**src/rtl/cisof_pkg.sv**
```systemverilog
// Shared package for the chord interval shift-or filter.
// Holds size defaults, action and state codes, payload and control structs.
// No dependencies.
package cisof_pkg;

  localparam int MAX_PATTERN      = 32;
  localparam int MAX_CHORD        = 16;
  localparam int INTERVAL_CLASSES = 12;

  localparam int ACTION_W    = 2;
  localparam int PITCH_W     = 7;
  localparam int LEN_W       = 6;
  localparam int CHORD_NUM_W = 32;

  localparam logic [LEN_W-1:0] LEN_RESET = LEN_W'(2);

  typedef enum logic [ACTION_W-1:0] {
    ACT_FIRST   = 2'd0,
    ACT_NEXT    = 2'd1,
    ACT_CHORD   = 2'd2,
    ACT_RESTART = 2'd3
  } action_e;

  typedef enum logic [3:0] {
    S_IDLE   = 4'b0001,
    S_SCAN   = 4'b0010,
    S_DRAIN  = 4'b0100,
    S_FINISH = 4'b1000
  } state_e;

  typedef logic [LEN_W-1:0] len_t;

  typedef struct packed {
    logic [ACTION_W-1:0] action;
    logic [PITCH_W-1:0]  pitch;
    logic                last_in_chord;
  } in_item_t;

  typedef struct packed {
    logic                   candidate;
    logic [CHORD_NUM_W-1:0] start_chord;
    logic [CHORD_NUM_W-1:0] chord_number;
    logic                   overflow;
  } out_item_t;

  // Sequencer to datapath
  typedef struct packed {
    logic accept;  // input transfer this cycle
    logic issue;   // read one previous-chord note
    logic load;    // close the chord and load the result register
  } ctrl_cmd_t;

  // Datapath to sequencer
  typedef struct packed {
    logic seen_first;
    logic prev_empty;
    logic scan_last;
    logic out_free;
  } dp_status_t;

endpackage

```
**src/rtl/cisof_chan.sv**
```systemverilog
// Valid/ready channel interface with a typed payload.
// Used for the input, result and configuration channels; no dependencies.
interface cisof_chan #(
  parameter type T = logic
);
  logic valid;
  logic ready;
  T     data;

  modport source (output valid, output data, input ready);
  modport sink   (input valid, input data, output ready);
endinterface

```
**src/rtl/chord_interval_shift_or_filter.sv**
```systemverilog
// Top level of the chord interval shift-or filter.
// Depends on cisof_pkg, cisof_chan, cisof_ctrl, cisof_dpath (with cisof_ram).
//
//   channel  dir  payload                                     transfer when
//   in_i     in   action, pitch, last_in_chord                in_i.valid & in_i.ready
//   out_o    out  candidate, start_chord, chord_number, ovf   out_o.valid & out_o.ready
//   cfg_i    in   pattern_length (6 bits)                     cfg_i.valid & cfg_i.ready
//
// Pattern and restart items are taken in the idle state. A chord note goes on to
// a scan when a previous chord of P notes is stored (one note read per cycle, each
// folded into the accumulator), then to a drain state for the registered RAM read,
// and to a finish state when it ends its chord.
// The result register holds a result until taken; a chord close waits while it
// is full. No clearing pass after reset; cfg_i is always ready.
module chord_interval_shift_or_filter #(
  parameter int MaxPattern      = cisof_pkg::MAX_PATTERN,
  parameter int MaxChord        = cisof_pkg::MAX_CHORD,
  parameter int IntervalClasses = cisof_pkg::INTERVAL_CLASSES
) (
  input  logic      clk_i,
  input  logic      rst_ni,
  cisof_chan.sink   in_i,
  cisof_chan.source out_o,
  cisof_chan.sink   cfg_i
);

  cisof_pkg::ctrl_cmd_t  cmd;
  cisof_pkg::dp_status_t status;
  cisof_pkg::in_item_t   in_data;

  assign in_data     = in_i.data;
  // The user must write the register only while idle; the block does not enforce it.
  assign cfg_i.ready = 1'b1;

  // Sequencer: hold the input off while an item is at work.
  cisof_ctrl u_ctrl (
    .clk_i       (clk_i),
    .rst_ni      (rst_ni),
    .in_valid_i  (in_i.valid),
    .in_action_i (in_data.action),
    .in_last_i   (in_data.last_in_chord),
    .status_i    (status),
    .in_ready_o  (in_i.ready),
    .cmd_o       (cmd)
  );

  // Datapath: mask table, note banks, accumulator, match word, result register.
  cisof_dpath #(
    .MaxPattern      (MaxPattern),
    .MaxChord        (MaxChord),
    .IntervalClasses (IntervalClasses)
  ) u_dpath (
    .clk_i      (clk_i),
    .rst_ni     (rst_ni),
    .cmd_i      (cmd),
    .in_data_i  (in_data),
    .cfg_we_i   (cfg_i.valid),
    .cfg_data_i (cfg_i.data),
    .status_o   (status),
    .out_o      (out_o)
  );

endmodule

```
**src/rtl/cisof_ram.sv**
```systemverilog
// Generic simple dual-port RAM, one write and one registered read port.
// No dependencies beyond cisof_pkg for default sizes.
module cisof_ram #(
  parameter int Width = $clog2(cisof_pkg::INTERVAL_CLASSES),
  parameter int Depth = 2 * cisof_pkg::MAX_CHORD
) (
  input  logic                     clk_i,
  input  logic                     we_i,
  input  logic [$clog2(Depth)-1:0] waddr_i,
  input  logic [Width-1:0]         wdata_i,
  input  logic                     re_i,
  input  logic [$clog2(Depth)-1:0] raddr_i,
  output logic [Width-1:0]         rdata_o
);

  logic [Width-1:0] mem_q [Depth];
  logic [Width-1:0] rdata_q;

  always_ff @(posedge clk_i) begin
    if (we_i) begin
      mem_q[waddr_i] <= wdata_i;
    end
    if (re_i) begin
      rdata_q <= mem_q[raddr_i];
    end
  end

  assign rdata_o = rdata_q;

endmodule

```
**src/rtl/cisof_ctrl.sv**
```systemverilog
// Sequencer for the chord interval filter: accept, scan, drain, finish.
// Depends on cisof_pkg (state codes, command and status structs).
module cisof_ctrl (
  input  logic                                  clk_i,
  input  logic                                  rst_ni,
  input  logic                                  in_valid_i,
  input  logic [cisof_pkg::ACTION_W-1:0]        in_action_i,
  input  logic                                  in_last_i,
  input  cisof_pkg::dp_status_t                 status_i,
  output logic                                  in_ready_o,
  output cisof_pkg::ctrl_cmd_t                  cmd_o
);

  cisof_pkg::state_e state_q, state_d;
  logic              last_q, last_d;
  logic              accept;

  assign in_ready_o = (state_q == cisof_pkg::S_IDLE);
  assign accept     = in_valid_i && in_ready_o;

  assign cmd_o.accept = accept;
  assign cmd_o.issue  = (state_q == cisof_pkg::S_SCAN);
  assign cmd_o.load   = (state_q == cisof_pkg::S_FINISH) && status_i.out_free;

  always_comb begin
    state_d = state_q;
    last_d  = last_q;
    case (state_q)
      cisof_pkg::S_IDLE: begin
        if (accept && (in_action_i == cisof_pkg::ACT_CHORD)) begin
          last_d = in_last_i;
          if (status_i.seen_first && !status_i.prev_empty) begin
            state_d = cisof_pkg::S_SCAN;
          end else if (in_last_i) begin
            state_d = cisof_pkg::S_FINISH;
          end
        end
      end
      cisof_pkg::S_SCAN: begin
        if (status_i.scan_last) begin
          state_d = cisof_pkg::S_DRAIN;
        end
      end
      cisof_pkg::S_DRAIN: begin
        state_d = last_q ? cisof_pkg::S_FINISH : cisof_pkg::S_IDLE;
      end
      cisof_pkg::S_FINISH: begin
        if (status_i.out_free) begin
          state_d = cisof_pkg::S_IDLE;
        end
      end
      default: begin
        state_d = cisof_pkg::S_IDLE;
      end
    endcase
  end

  always_ff @(posedge clk_i or negedge rst_ni) begin
    if (!rst_ni) begin
      state_q <= cisof_pkg::S_IDLE;
      last_q  <= 1'b0;
    end else begin
      state_q <= state_d;
      last_q  <= last_d;
    end
  end

endmodule

```
**src/rtl/cisof_dpath.sv**
```systemverilog
// Datapath: interval mask table, note store, accumulator and match word.
// Depends on cisof_pkg, cisof_chan and cisof_ram.
module cisof_dpath #(
  parameter int MaxPattern      = cisof_pkg::MAX_PATTERN,
  parameter int MaxChord        = cisof_pkg::MAX_CHORD,
  parameter int IntervalClasses = cisof_pkg::INTERVAL_CLASSES
) (
  input  logic                  clk_i,
  input  logic                  rst_ni,
  input  cisof_pkg::ctrl_cmd_t  cmd_i,
  input  cisof_pkg::in_item_t   in_data_i,
  input  logic                  cfg_we_i,
  input  cisof_pkg::len_t       cfg_data_i,
  output cisof_pkg::dp_status_t status_o,
  cisof_chan.source             out_o
);

  localparam int WordW    = MaxPattern - 1;
  localparam int LenW     = $clog2(MaxPattern + 1);
  localparam int SizeW    = $clog2(MaxChord + 1);
  localparam int AddrW    = $clog2(2 * MaxChord);
  localparam int ClassW   = $clog2(IntervalClasses);
  localparam int NumPitch = 2 ** cisof_pkg::PITCH_W;
  localparam int NumW     = cisof_pkg::CHORD_NUM_W;

  // Residue of every pitch, built by counting up with wrap.
  function automatic logic [NumPitch*ClassW-1:0] build_res();
    logic [NumPitch*ClassW-1:0] t;
    logic [ClassW-1:0]          r;
    t = '0;
    r = '0;
    for (int p = 0; p < NumPitch; p++) begin
      t[p*ClassW +: ClassW] = r;
      if (r == ClassW'(IntervalClasses - 1)) begin
        r = '0;
      end else begin
        r = r + ClassW'(1);
      end
    end
    return t;
  endfunction

  localparam logic [NumPitch*ClassW-1:0] ResTable = build_res();

  // Interval class from b up to a, both already reduced.
  function automatic logic [ClassW-1:0] class_diff(logic [ClassW-1:0] a,
                                                   logic [ClassW-1:0] b);
    logic [ClassW:0] s;
    if (a >= b) begin
      s = {1'b0, a} - {1'b0, b};
    end else begin
      s = {1'b0, a} + (ClassW + 1)'(IntervalClasses) - {1'b0, b};
    end
    return s[ClassW-1:0];
  endfunction

  cisof_pkg::len_t   len_q;
  logic [WordW-1:0]  table_q [IntervalClasses];
  logic [WordW-1:0]  table_d [IntervalClasses];
  logic [LenW-1:0]   pcount_q, pcount_d;
  logic [ClassW-1:0] last_res_q, last_res_d;
  logic [ClassW-1:0] note_res_q, note_res_d;
  logic [SizeW-1:0]  prev_size_q, prev_size_d;
  logic [SizeW-1:0]  cur_size_q, cur_size_d;
  logic [SizeW-1:0]  idx_q, idx_d;
  logic              bank_q, bank_d;
  logic [WordW-1:0]  acc_q, acc_d;
  logic [WordW-1:0]  mw_q, mw_d;
  logic [NumW-1:0]   counter_q, counter_d;
  logic              seen_q, seen_d;
  logic              ovf_q, ovf_d;
  logic              rd_vld_q;
  logic              out_valid_q, out_valid_d;
  cisof_pkg::out_item_t out_data_q, out_data_d;

  logic [LenW-1:0]   eff_len;
  logic [ClassW-1:0] in_res;
  logic [ClassW-1:0] pat_diff;
  logic [ClassW-1:0] rd_data;
  logic [AddrW-1:0]  waddr, raddr;
  logic              wr_en;
  logic              restart;
  logic [WordW:0]    len_mask;
  logic [WordW:0]    mw_shift;
  logic [WordW-1:0]  mw_new;
  logic [WordW-1:0]  mw_probe;
  logic              hit;

  // Saturate the programmed length into 2..MaxPattern.
  always_comb begin
    if (int'(len_q) < 2) begin
      eff_len = LenW'(2);
    end else if (int'(len_q) > MaxPattern) begin
      eff_len = LenW'(MaxPattern);
    end else begin
      eff_len = LenW'(len_q);
    end
  end

  assign in_res   = ResTable[ClassW*in_data_i.pitch +: ClassW];
  assign pat_diff = class_diff(in_res, last_res_q);

  // Current chord is written to one bank while the other holds the previous one.
  assign waddr = bank_q ? AddrW'(MaxChord) + AddrW'(cur_size_q) : AddrW'(cur_size_q);
  assign raddr = bank_q ? AddrW'(idx_q) : AddrW'(MaxChord) + AddrW'(idx_q);
  assign wr_en = cmd_i.accept && (in_data_i.action == cisof_pkg::ACT_CHORD)
                 && (int'(cur_size_q) < MaxChord);

  cisof_ram #(
    .Width (ClassW),
    .Depth (2 * MaxChord)
  ) u_notes (
    .clk_i   (clk_i),
    .we_i    (wr_en),
    .waddr_i (waddr),
    .wdata_i (in_res),
    .re_i    (cmd_i.issue),
    .raddr_i (raddr),
    .rdata_o (rd_data)
  );

  // Chord close: shift the accumulator into the match word.
  assign len_mask = ((WordW + 1)'(1) << (eff_len - LenW'(1))) - (WordW + 1)'(1);
  assign mw_shift = {mw_q, 1'b0} | {1'b0, acc_q};
  assign mw_new   = WordW'(mw_shift & len_mask);
  assign mw_probe = mw_new >> (eff_len - LenW'(2));
  assign hit      = seen_q && !mw_probe[0];

  always_comb begin
    table_d     = table_q;
    pcount_d    = pcount_q;
    last_res_d  = last_res_q;
    note_res_d  = note_res_q;
    prev_size_d = prev_size_q;
    cur_size_d  = cur_size_q;
    idx_d       = idx_q;
    bank_d      = bank_q;
    acc_d       = acc_q;
    mw_d        = mw_q;
    counter_d   = counter_q;
    seen_d      = seen_q;
    ovf_d       = ovf_q;
    out_valid_d = out_valid_q;
    out_data_d  = out_data_q;
    restart     = 1'b0;

    if (cmd_i.accept) begin
      case (in_data_i.action)
        cisof_pkg::ACT_FIRST: begin
          for (int k = 0; k < IntervalClasses; k++) begin
            table_d[k] = '1;
          end
          pcount_d   = LenW'(1);
          last_res_d = in_res;
          restart    = 1'b1;
        end
        cisof_pkg::ACT_NEXT: begin
          if (pcount_q == '0) begin
            pcount_d   = LenW'(1);
            last_res_d = in_res;
          end else if (pcount_q < eff_len) begin
            table_d[pat_diff] = table_q[pat_diff]
                                & ~(WordW'(1) << (pcount_q - LenW'(1)));
            last_res_d = in_res;
            pcount_d   = pcount_q + LenW'(1);
          end
        end
        cisof_pkg::ACT_CHORD: begin
          note_res_d = in_res;
          idx_d      = '0;
          if (int'(cur_size_q) < MaxChord) begin
            cur_size_d = cur_size_q + SizeW'(1);
          end else begin
            ovf_d = 1'b1;
          end
        end
        cisof_pkg::ACT_RESTART: begin
          restart = 1'b1;
        end
        default: begin
          restart = 1'b0;
        end
      endcase
      if (restart) begin
        prev_size_d = '0;
        cur_size_d  = '0;
        acc_d       = '1;
        mw_d        = '1;
        counter_d   = '0;
        seen_d      = 1'b0;
        ovf_d       = 1'b0;
      end
    end

    if (cmd_i.issue) begin
      idx_d = idx_q + SizeW'(1);
    end

    // Fold one previous-chord interval into the accumulator.
    if (rd_vld_q) begin
      acc_d = acc_q & table_q[class_diff(note_res_q, rd_data)];
    end

    if (out_valid_q && out_o.ready) begin
      out_valid_d = 1'b0;
    end

    if (cmd_i.load) begin
      out_valid_d              = 1'b1;
      out_data_d.candidate     = hit;
      out_data_d.start_chord   = hit ? counter_q - NumW'(eff_len - LenW'(1)) : '0;
      out_data_d.chord_number  = counter_q;
      out_data_d.overflow      = ovf_q;
      if (seen_q) begin
        mw_d = mw_new;
      end
      prev_size_d = cur_size_q;
      cur_size_d  = '0;
      acc_d       = '1;
      ovf_d       = 1'b0;
      seen_d      = 1'b1;
      counter_d   = counter_q + NumW'(1);
      bank_d      = ~bank_q;
    end
  end

  always_ff @(posedge clk_i or negedge rst_ni) begin
    if (!rst_ni) begin
      len_q       <= cisof_pkg::LEN_RESET;
      for (int k = 0; k < IntervalClasses; k++) begin
        table_q[k] <= '1;
      end
      pcount_q    <= '0;
      last_res_q  <= '0;
      prev_size_q <= '0;
      cur_size_q  <= '0;
      idx_q       <= '0;
      bank_q      <= 1'b0;
      acc_q       <= '1;
      mw_q        <= '1;
      counter_q   <= '0;
      seen_q      <= 1'b0;
      ovf_q       <= 1'b0;
      rd_vld_q    <= 1'b0;
      out_valid_q <= 1'b0;
    end else begin
      if (cfg_we_i) begin
        len_q <= cfg_data_i;
      end
      table_q     <= table_d;
      pcount_q    <= pcount_d;
      last_res_q  <= last_res_d;
      prev_size_q <= prev_size_d;
      cur_size_q  <= cur_size_d;
      idx_q       <= idx_d;
      bank_q      <= bank_d;
      acc_q       <= acc_d;
      mw_q        <= mw_d;
      counter_q   <= counter_d;
      seen_q      <= seen_d;
      ovf_q       <= ovf_d;
      rd_vld_q    <= cmd_i.issue;
      out_valid_q <= out_valid_d;
    end
  end

  always_ff @(posedge clk_i) begin
    note_res_q <= note_res_d;
    out_data_q <= out_data_d;
  end

  assign out_o.valid = out_valid_q;
  assign out_o.data  = out_data_q;

  assign status_o.seen_first = seen_q;
  assign status_o.prev_empty = (prev_size_q == '0);
  assign status_o.scan_last  = ((idx_q + SizeW'(1)) == prev_size_q);
  assign status_o.out_free   = !out_valid_q || out_o.ready;

  // No new item while a note read is still in flight.
  a_no_accept_in_scan: assert property (@(posedge clk_i) disable iff (!rst_ni)
    rd_vld_q |-> !cmd_i.accept)
    else $error("input transfer while a note read is pending");

  // The last fold must land before the chord closes.
  a_load_after_drain: assert property (@(posedge clk_i) disable iff (!rst_ni)
    cmd_i.load |-> !rd_vld_q && !cmd_i.issue)
    else $error("chord closed with a fold outstanding");

  // A read never goes past the stored previous chord.
  a_issue_in_range: assert property (@(posedge clk_i) disable iff (!rst_ni)
    cmd_i.issue |-> (idx_q < prev_size_q) && seen_q)
    else $error("note read beyond previous chord size");

  // Closing a chord leaves a result and marks the first chord seen.
  a_load_result: assert property (@(posedge clk_i) disable iff (!rst_ni)
    cmd_i.load |=> out_valid_q && seen_q && (cur_size_q == '0))
    else $error("chord close did not produce a result");

  a_size_bound: assert property (@(posedge clk_i) disable iff (!rst_ni)
    (int'(cur_size_q) <= MaxChord) && (int'(prev_size_q) <= MaxChord))
    else $error("chord size above capacity");

endmodule

```
**src/flat_wrapper.sv**
```systemverilog
// flat-port wrapper written by rule: the top's interface ports become plain ports
module chord_interval_shift_or_filter_flat 
#(
  parameter int MaxPattern      = cisof_pkg::MAX_PATTERN,
  parameter int MaxChord        = cisof_pkg::MAX_CHORD,
  parameter int IntervalClasses = cisof_pkg::INTERVAL_CLASSES
)
  (clk_i, rst_ni, in_i_valid, in_i_data, in_i_ready, out_o_valid, out_o_data, out_o_ready, cfg_i_valid, cfg_i_data, cfg_i_ready);
  cisof_chan #(.T(cisof_pkg::in_item_t)) in_i_i ();
  cisof_chan #(.T(cisof_pkg::out_item_t)) out_o_i ();
  cisof_chan #(.T(cisof_pkg::len_t)) cfg_i_i ();
  input  logic clk_i;
  input  logic rst_ni;
  input wire logic [$bits(in_i_i.valid)-1:0] in_i_valid;
  input wire logic [$bits(in_i_i.data)-1:0] in_i_data;
  output wire logic [$bits(in_i_i.ready)-1:0] in_i_ready;
  output wire logic [$bits(out_o_i.valid)-1:0] out_o_valid;
  output wire logic [$bits(out_o_i.data)-1:0] out_o_data;
  input wire logic [$bits(out_o_i.ready)-1:0] out_o_ready;
  input wire logic [$bits(cfg_i_i.valid)-1:0] cfg_i_valid;
  input wire logic [$bits(cfg_i_i.data)-1:0] cfg_i_data;
  output wire logic [$bits(cfg_i_i.ready)-1:0] cfg_i_ready;
  assign in_i_i.valid = in_i_valid;
  assign in_i_i.data = in_i_data;
  assign in_i_ready = in_i_i.ready;
  assign out_o_valid = out_o_i.valid;
  assign out_o_data = out_o_i.data;
  assign out_o_i.ready = out_o_ready;
  assign cfg_i_i.valid = cfg_i_valid;
  assign cfg_i_i.data = cfg_i_data;
  assign cfg_i_ready = cfg_i_i.ready;
  chord_interval_shift_or_filter #(.MaxPattern(MaxPattern), .MaxChord(MaxChord), .IntervalClasses(IntervalClasses)) u_core (.clk_i(clk_i), .rst_ni(rst_ni), .in_i(in_i_i), .out_o(out_o_i), .cfg_i(cfg_i_i));
endmodule
```
**config.mk**
```make
export PLATFORM = sky130hd
export DESIGN_NAME = chord_interval_shift_or_filter_flat
export DESIGN_NICKNAME = d
export VERILOG_FILES = /design/src/rtl/cisof_pkg.sv /design/src/rtl/cisof_chan.sv /design/src/rtl/chord_interval_shift_or_filter.sv /design/src/rtl/cisof_ram.sv /design/src/rtl/cisof_ctrl.sv /design/src/rtl/cisof_dpath.sv /design/src/flat_wrapper.sv
export SDC_FILE = /design/constraint.sdc
export NUM_CORES = 2
export LEC_CHECK = 0
export ABC_AREA = 1
export BUFFER_PORTS_ARGS = -buffer_cell sky130_fd_sc_hd__buf_2
export CORE_MARGIN = 2
export CORE_UTILIZATION = 60
export CTS_CLUSTER_SIZE = 40
export DETAILED_ROUTE_END_ITERATION = 12
export GPL_TIMING_DRIVEN = 0
export PLACE_DENSITY = 0.77
export SETUP_SLACK_MARGIN = 0.5
export SYNTH_ARGS = -nofsm -noshare
export SYNTH_HDL_FRONTEND = slang
export SYNTH_HIERARCHICAL = 1
export SYNTH_SLANG_ARGS = --single-unit
export TNS_END_PERCENT = 5
```
**constraint.sdc**
```tcl
create_clock -name clk_i -period 9.7 [get_ports clk_i]
set_input_delay 0.485 -clock clk_i [delete_from_list [all_inputs] [get_ports clk_i]]
set_output_delay 0.485 -clock clk_i [all_outputs]
set_load 0.01 [all_outputs]
```
* Word-level counts from Yosys, hierarchy flattened *
Memories as Yosys holds them, arrays and structs flattened. A register that Yosys moved wholly into a read port is not among the register bits.
Index checks and enable logic that the tools add are counted.

storage, ports and cells
  memories kept = 1
  output and inout port bits = 69
  logic and storage cells = 193
  memory bits (writable) = 128
  register bits after elaboration = 577

memory list
  memory                        words  width  read ports  clocked after Yosys merged registers in  wr ports  RTL line         text
  u_core.u_dpath.u_notes.mem_q  32     4      1           1                                        1         cisof_ram.sv:16  logic [Width-1:0] mem_q [Depth];

operators by class
  add/subtract/negate cells = 18
  equal/unequal tests = 16
  bitwise operators = 8
  reductions and logical operators = 36
  shift-type cells = 4
  muxes and demuxes = 68
  magnitude comparators = 9

operators by type and width
  kind                         count
  $mux W372                    2
  $pmux W372 S2                1
  $shiftx A512 B10 Y4 const A  1
  $mux W31                     13
  $bwmux W372                  1
  $bmux W31 S4                 2
  $demux W31 S4                1
  $mux W32                     3
  $and A31 B31 Y31             3
  $mux W5                      13
  $shl A1 B6 Y31 const A       2
  $mux W4                      11
  $add A32 B1 Y32 const B      1
  $sub A32 B32 Y32             1
  $not A31 Y31                 1
  $or A31 B31 Y31              1
  $shr A31 B6 Y1               1
  $sub A31 B2 Y31 const B      1
  $mux W6                      4
  $pmux W4 S4                  1
  $sub A4 B4 Y4                4
  $mux W1                      14
  $pmux W6 S2                  1
  $reduce_bool A2 Y1           6
  other kinds (40)             70

* Depth between registers and ports, before layout *
  depth in word-level cells = 13
  gate-level depth with buffers = 30
  depth with buffers taken out = 28

* By module *
Netlist, hierarchy kept.

by module, submodules not included
  module                          times used  area each (um2)  cells an instance  sequential area each (um2)
  cisof_dpath                     1           33215.6          4183               15182.1
  cisof_ram                       1           5536.6           486                3963.8
  cisof_ctrl                      1           409.1            61                 126.4
  chord_interval_shift_or_filter  1           11.3             2                  0.0

* Worst setup path before layout *
Ideal clock, no wire load.

  path kind = register to register
  start = register u_core.u_ctrl.state_q[1]
  end = register u_core.u_dpath.counter_q[30]
  arrival = 5.415 ns
  path buffers = 1
  slack = 4.162 ns
  cell stages (with the launch flop) = 20
  data required time = 9.577 ns
  path through = dfrtp_1 > nor2_2 > nand2_1 > nor2_1 > clkbuf_1 > nand4_1 > nor2_1 > nand3_1 > nor2_1 > nand3_1 > nor2_1 > nand2_1 > nor2_1 > nand2_1 > nor2_1 > nand2_1 > nor2_1 > nand3_1 > nand3_1 > o21ai_1

RTL lines
  what                    RTL line            text
  start, declared         cisof_ctrl.sv:14    cisof_pkg::state_e state_q, state_d;
  start signal, assigned  cisof_ctrl.sv:60    state_q <= cisof_pkg::S_IDLE;
  start signal, assigned  cisof_ctrl.sv:63    state_q <= state_d;
  end signal, assigned    cisof_dpath.sv:259  counter_q <= counter_d;
  end, declared           cisof_dpath.sv:69   logic [NumW-1:0] counter_q, counter_d;

* Worst setup path after layout *
  start = input in_i_data[3]
  end = register u_core/u_dpath/table_q[268] (netlist name)

between the ends
  longest elaborated chain between the ends = 13

ends and longest elaborated chain
  what                                                                          RTL line                                text
  start, declared                                                               flat_wrapper.sv:15                      input wire logic [$bits(in_i_i.data)-1:0] in_i_data;
  $shiftx A512 B10 Y4 (*)                                                       cisof_dpath.sv:100                      assign in_res = ResTable[ClassW*in_data_i.pitch +: ClassW];
  via u_core.u_dpath.in_res[2]                                                  cisof_dpath.sv:77                       logic [ClassW-1:0] in_res;
  $add A4 B4 Y4                                                                 cisof_dpath.sv:52                       s = {1'b0, a} + (ClassW + 1)'(IntervalClasses) - {1'b0, b};
  $sub A4 B4 Y4                                                                 cisof_dpath.sv:52
  $mux W4 (*)                                                                   cisof_dpath.sv:49                       if (a >= b) begin
  $not A4 Y5 (*)                                                                cisof_dpath.sv:162, cisof_dpath.sv:163
  $ge A5 B5 Y1 (implied by the code), or another cell as far along              cisof_dpath.sv:162                      table_d[pat_diff] = table_q[pat_diff]
  $logic_and A1 B1 Y1 (implied by the code) / $mux W31 (equally long branches)  cisof_dpath.sv:162
  $mux W31 (implied by the code)                                                cisof_dpath.sv:162
  $demux W31 S4 / $and A31 B31 Y31 (equally long branches)                      cisof_dpath.sv:162, cisof_dpath.sv:163
  $bwmux W372 (*)                                                               cisof_dpath.sv:162
  $mux W372 (*)                                                                 cisof_dpath.sv:161                      end else if (pcount_q < eff_len) begin
  $mux W372 (*)                                                                 cisof_dpath.sv:158                      if (pcount_q == '0) begin
  $pmux W372 S2 (*)                                                             cisof_dpath.sv:148                      case (in_data_i.action)
  end signal, assigned                                                          cisof_dpath.sv:250                      table_q <= table_d;
  end, declared                                                                 cisof_dpath.sv:58                       logic [WordW-1:0] table_q [IntervalClasses];

The timed path passes the listed nets; every way through them passes the cells marked *. The select of a mux whose other input is x is not followed.
A chain may end at the register's enable or synchronous reset.

==> out/qor.log <==
INFO  routing        route.vias.total=36900
INFO  global_routing grt_start_max_net_pins=128
INFO  placement      place.detailed.hpwl=97.9mm
INFO  cts            post_cts_resize_count=0
INFO  pwr            total_leakage_power=18.7nW
INFO  placement      gp_routability_congestion=1.08
INFO  timing         fin_crit_sh=71.7%
INFO  timing         clock_period_minus_final_worst_setup_slack=6.95ns
INFO  layout         drive_above_1_share=16.4%
INFO  pwr            p_per_area=380mW/mm^2
INFO  synth          yosysUniqueCellTypes=65
INFO  layout         finish.net_count=5002
INFO  global_routing grt_pass1_wl=203mm
INFO  routing        drc=0
INFO  timing         slew_viol_final=0
INFO  global_routing global_route.usage.total=39.7%
INFO  die            initial_cell_density_of_the_core=60.8%
INFO  routing        route.met3.wl=19.0mm
INFO  timing         unrepaired_setup_endpoints_after_global_routing=no
INFO  timing         maxClockFrequency=144MHz
INFO  routing        drt-initial-drc-count=5353
INFO  run_status     status=completed
INFO  worst_setup_path cp-start-kind=input port
INFO  routing        number_of_routed_nets_with_antenna_violations=0
INFO  layout         filler_cell_count=5360
INFO  timing         report.final.hold_viol_count=0
INFO  cts            cts_root_buf=clkbuf_16
INFO  die            fp-row-count=93
INFO  worst_setup_path regToRegEndpoint=u_core/u_dpath/table_q[268]
INFO  die            die_w=260um
INFO  die            i_o_pin_cnt=90
INFO  synth          postSynth.asyncResetShare=71.5%
INFO  timing         finalClockSkew=0.0283ns
INFO  cts            cts_sink_count=708
INFO  synth          synth_cells=4732
INFO  hold_path      min_delay_path_depth=2
INFO  global_routing antenna_found_initial=3
INFO  cts            cts_setup_buffers=0
INFO  synth          postSynth.topFlopCell=dfstp_2
INFO  synth          synth_edf_count=202
INFO  routing        met2_wirelength=56.7mm
INFO  placement      io_buffers=87
INFO  synth          synth_fp_nets=4829
INFO  timing         worstMarginPinSlew=1.24ns
INFO  cts            worst_setup_hold_path_clk_slew=0.06ns
INFO  hold_path      hold_end=u_core/u_dpath/len_q[2]
INFO  die            die_h=260um
INFO  global_routing grt_pass1_vias=34900
INFO  die            design.core.area=0.0645sqmm
INFO  worst_setup_path critPathCaptureType=flip-flop
INFO  worst_setup_path reg2reg_depth=17
INFO  routing        post_drt_wl_per_cell=23.2um
INFO  global_routing grt_overflow_total=0
INFO  worst_setup_path arrival_time_at_the_worst_endpoint=7.51ns
INFO  routing        drt-vias-per-instance=6.33
INFO  routing        top_layer_used=met5
INFO  synth          postSynthAreaPerCell=8.28squm
INFO  hold_path      min-delay-path-class=in2reg
INFO  layout         post-route-cell-area=0.0434sqmm
INFO  cts            bufs_on_longest_clock_path=3
INFO  routing        total_wirelength_of_the_detailed_routed_design=135mm
INFO  placement      postPlaceCellArea=0.0409sqmm
INFO  layout         area_delta_synth_final=10.7%
INFO  worst_setup_path required=10.26ns
INFO  synth          postSynthRegisterBits=708
INFO  routing        detail_route.first_pass.iterations=7
INFO  die            fp.dieArea=0.0673sqmm
INFO  cts            ctsHtreeMaxLevel=3
INFO  timing         slew_headroom=16.8%
INFO  worst_setup_path path_max_fanout=35
INFO  worst_setup_path critical_r2r_launch=u_core/u_dpath/last_res_q[0]
INFO  worst_setup_path timing.setup.critical_path_class=in2reg
INFO  job            drv.max_cap_violation_count=0
INFO  cts            postCtsHoldBufs=1
INFO  cts            clock_tree_from_tritoncts=done
INFO  timing         fin_tns_setup=0ns
INFO  routing        met1Wirelength=51.9mm
INFO  hold_path      hold_start=cfg_i_data[2]
INFO  cts            clock_insertion_delay_worst_skew=0.65ns
INFO  worst_setup_path reg2reg_slack=4.43ns
INFO  timing         setup_viol=0
INFO  pwr            ir_drop=0.237mV
INFO  cts            cts_buffers=77
INFO  synth          synth-warning-count=6
INFO  synth          syn-cell-area=0.0392sqmm
INFO  synth          yosysSeqAreaShare=49.2%
INFO  layout         antenna-diode-count=0
==> per-layer routing <==
metal,vias up,track usage (%)
li1,16300,-
met1,17400,54.1
met2,2593,57.6
met3,558,12.7
met4,4,19.1
met5,-,0
==> synth_stat cells (21+ instances only) <==
| library cell | instances | area share, % |
|---|---|---|
| inv_1 | 529 | 5.1 |
| o2111ai_1 | 31 | 0.69 |
| o21ai_0 | 519 | 6.6 |
| clkbuf_1 | 242 | 2.3 |
| dfrtp_1 | 71 | 4.5 |
| a32oi_1 | 25 | 0.56 |
| mux2_2 | 42 | 1.2 |
| o221ai_1 | 94 | 2.1 |
| nor2_1 | 330 | 3.2 |
| o22ai_1 | 71 | 1.1 |
| dfstp_2 | 435 | 29 |
| xnor2_1 | 21 | 0.47 |
| a21oi_1 | 250 | 3.2 |
| nand3_1 | 244 | 3.1 |
| ha_1 | 69 | 2.2 |
| edfxtp_1 | 202 | 15 |
| nor3_1 | 29 | 0.37 |
| o31ai_1 | 32 | 0.61 |
| nor2_2 | 44 | 0.70 |
| a22oi_1 | 118 | 2.3 |
| nand2_1 | 1122 | 11 |
| xor2_1 | 33 | 0.74 |
==> how the worst max path moves through the flow <==
| stage | startpoint | end |
|---|---|---|
| 2_1_floorplan | u_core/u_ctrl/state_q[1] | u_core/u_dpath/counter_q[30] |
| 3_3_place_gp | rst_ni | u_core/u_ctrl/state_q[2] |
| 3_5_place_dp | in_i_data[3] | u_core/u_dpath/table_q[268] |
| 4_1_cts | in_i_data[3] | u_core/u_dpath/table_q[268] |
| 5_1_grt | in_i_data[3] | u_core/u_dpath/table_q[219] |
| 6_report | in_i_data[3] | u_core/u_dpath/table_q[268] |
==> per-stage QoR <==
step	hold slack [ns]	util, %	power [mW]	worst slack, ns	instances
after floorplan	0.189	-	10.3	4.16	4732
after global placement	0.460	63.1	12.9	-2.02	5674
after detailed placement	0.462	63.4	13.0	2.55	5680
after CTS	0.0700	67.3	16.0	3.22	5820
after global routing	0.0934	67.3	17.2	2.47	5820
final	0.0912	67.3	16.5	2.75	5820
==> power breakdown <==
part           switching, mW  internal [mW]
Combinational           5.84           2.34
Clock                   1.25           1.69
Sequential             0.616           4.75
==> cell families after synthesis <==
| logic type | after synthesis | synth area share, % |
|---|---|---|
| AOI/OAI and AO/OA | 1188 | 18.1 |
| xor gates and xnor gates | 54 | 1.21 |
| adders and majority gates | 76 | 2.56 |
| buffers and inverters | 842 | 8.51 |
| DFF | 708 | 49.2 |
| muxes | 45 | 1.28 |
| other | 1 | 0.00957 |
| and+or+nand+nor | 1818 | 19.1 |
==> worst max-delay path, cell delays in order <==
cell      delay (ns)
buf_2           0.09
inv_1           0.04
ha_1            0.30
nand2_1         0.06
o21ai_0         0.08
o21ai_0         0.42
nor2_1          0.08
a31oi_1         0.42
inv_1           0.65
ha_1            0.59
nand2_1         0.09
inv_1           0.05
a311o_1         0.27
a21oi_1         0.16
inv_1           0.09
o21ai_1         0.95
nor2_1          0.42
inv_1           0.23
nor2_1          0.06
o21ai_1         0.64
clkinv_1        0.57
clkbuf_1        0.48
nand2_1         0.19
nand2_1         0.07
==> sequential cells by signal, indices dropped and copies added (netlist names) <==
signal                          flops
u_core/u_dpath/bank_q               1
u_core/u_dpath/out_o.data          66
u_core/u_dpath/pcount_q             6
u_core/u_ctrl/last_q                1
u_core/u_dpath/mw_q                30
u_core/u_dpath/table_q            372
u_core/u_dpath/counter_q           32
u_core/u_ctrl/state_q               4
u_core/u_dpath/last_res_q           4
u_core/u_dpath/seen_q               1
u_core/u_dpath/ovf_q                1
u_core/u_dpath/idx_q                5
u_core/u_dpath/u_notes/mem_q      128
u_core/u_dpath/u_notes/rdata_o      4
u_core/u_dpath/note_res_q           4
u_core/u_dpath/len_q                6
u_core/u_dpath/out_o.valid          1
u_core/u_dpath/rd_vld_q             1
u_core/u_dpath/cur_size_q           5
u_core/u_dpath/prev_size_q          5
u_core/u_dpath/acc_q               31
==> area by class of cell <==
| type | count | area [sq um] | share of cell area [%] |
|---|---|---|---|
| multi-input cells | 3182 | 16600 | 38.2 |
| inverters | 549 | 2060 | 4.76 |
| flip-flops and latches | 708 | 19300 | 44.4 |
| clock inverters | 29 | 339 | 0.782 |
| clock buffers | 110 | 2160 | 4.98 |
| repair buffers | 94 | 613 | 1.41 |
| well taps | 855 | 1070 | 2.47 |
| plain buffers | 293 | 1270 | 2.93 |
==> cells in the final DEF (no fill, tap or decap), types with 13 or more instances in the layout <==
cell type and count:
xor2_1 33, nor2_1 329, xnor2_1 21, clkbuf_16 77, inv_2 13, a22oi_1 118, dfstp_2 435, o221ai_1 94
nor3_1 29, inv_1 529, nand2_1 1122, clkbuf_8 13, mux2_2 42, buf_1 15, dfrtp_1 71, o21ai_0 519
o22ai_1 71, clkbuf_1 264, o2111ai_1 31, a32oi_1 25, nor2_2 44, nand3_1 244, o31ai_1 32, buf_2 97
edfxtp_1 202, nand4_1 14, a21oi_1 249, ha_1 69
Note: power is estimated with default switching activity, not from simulation.
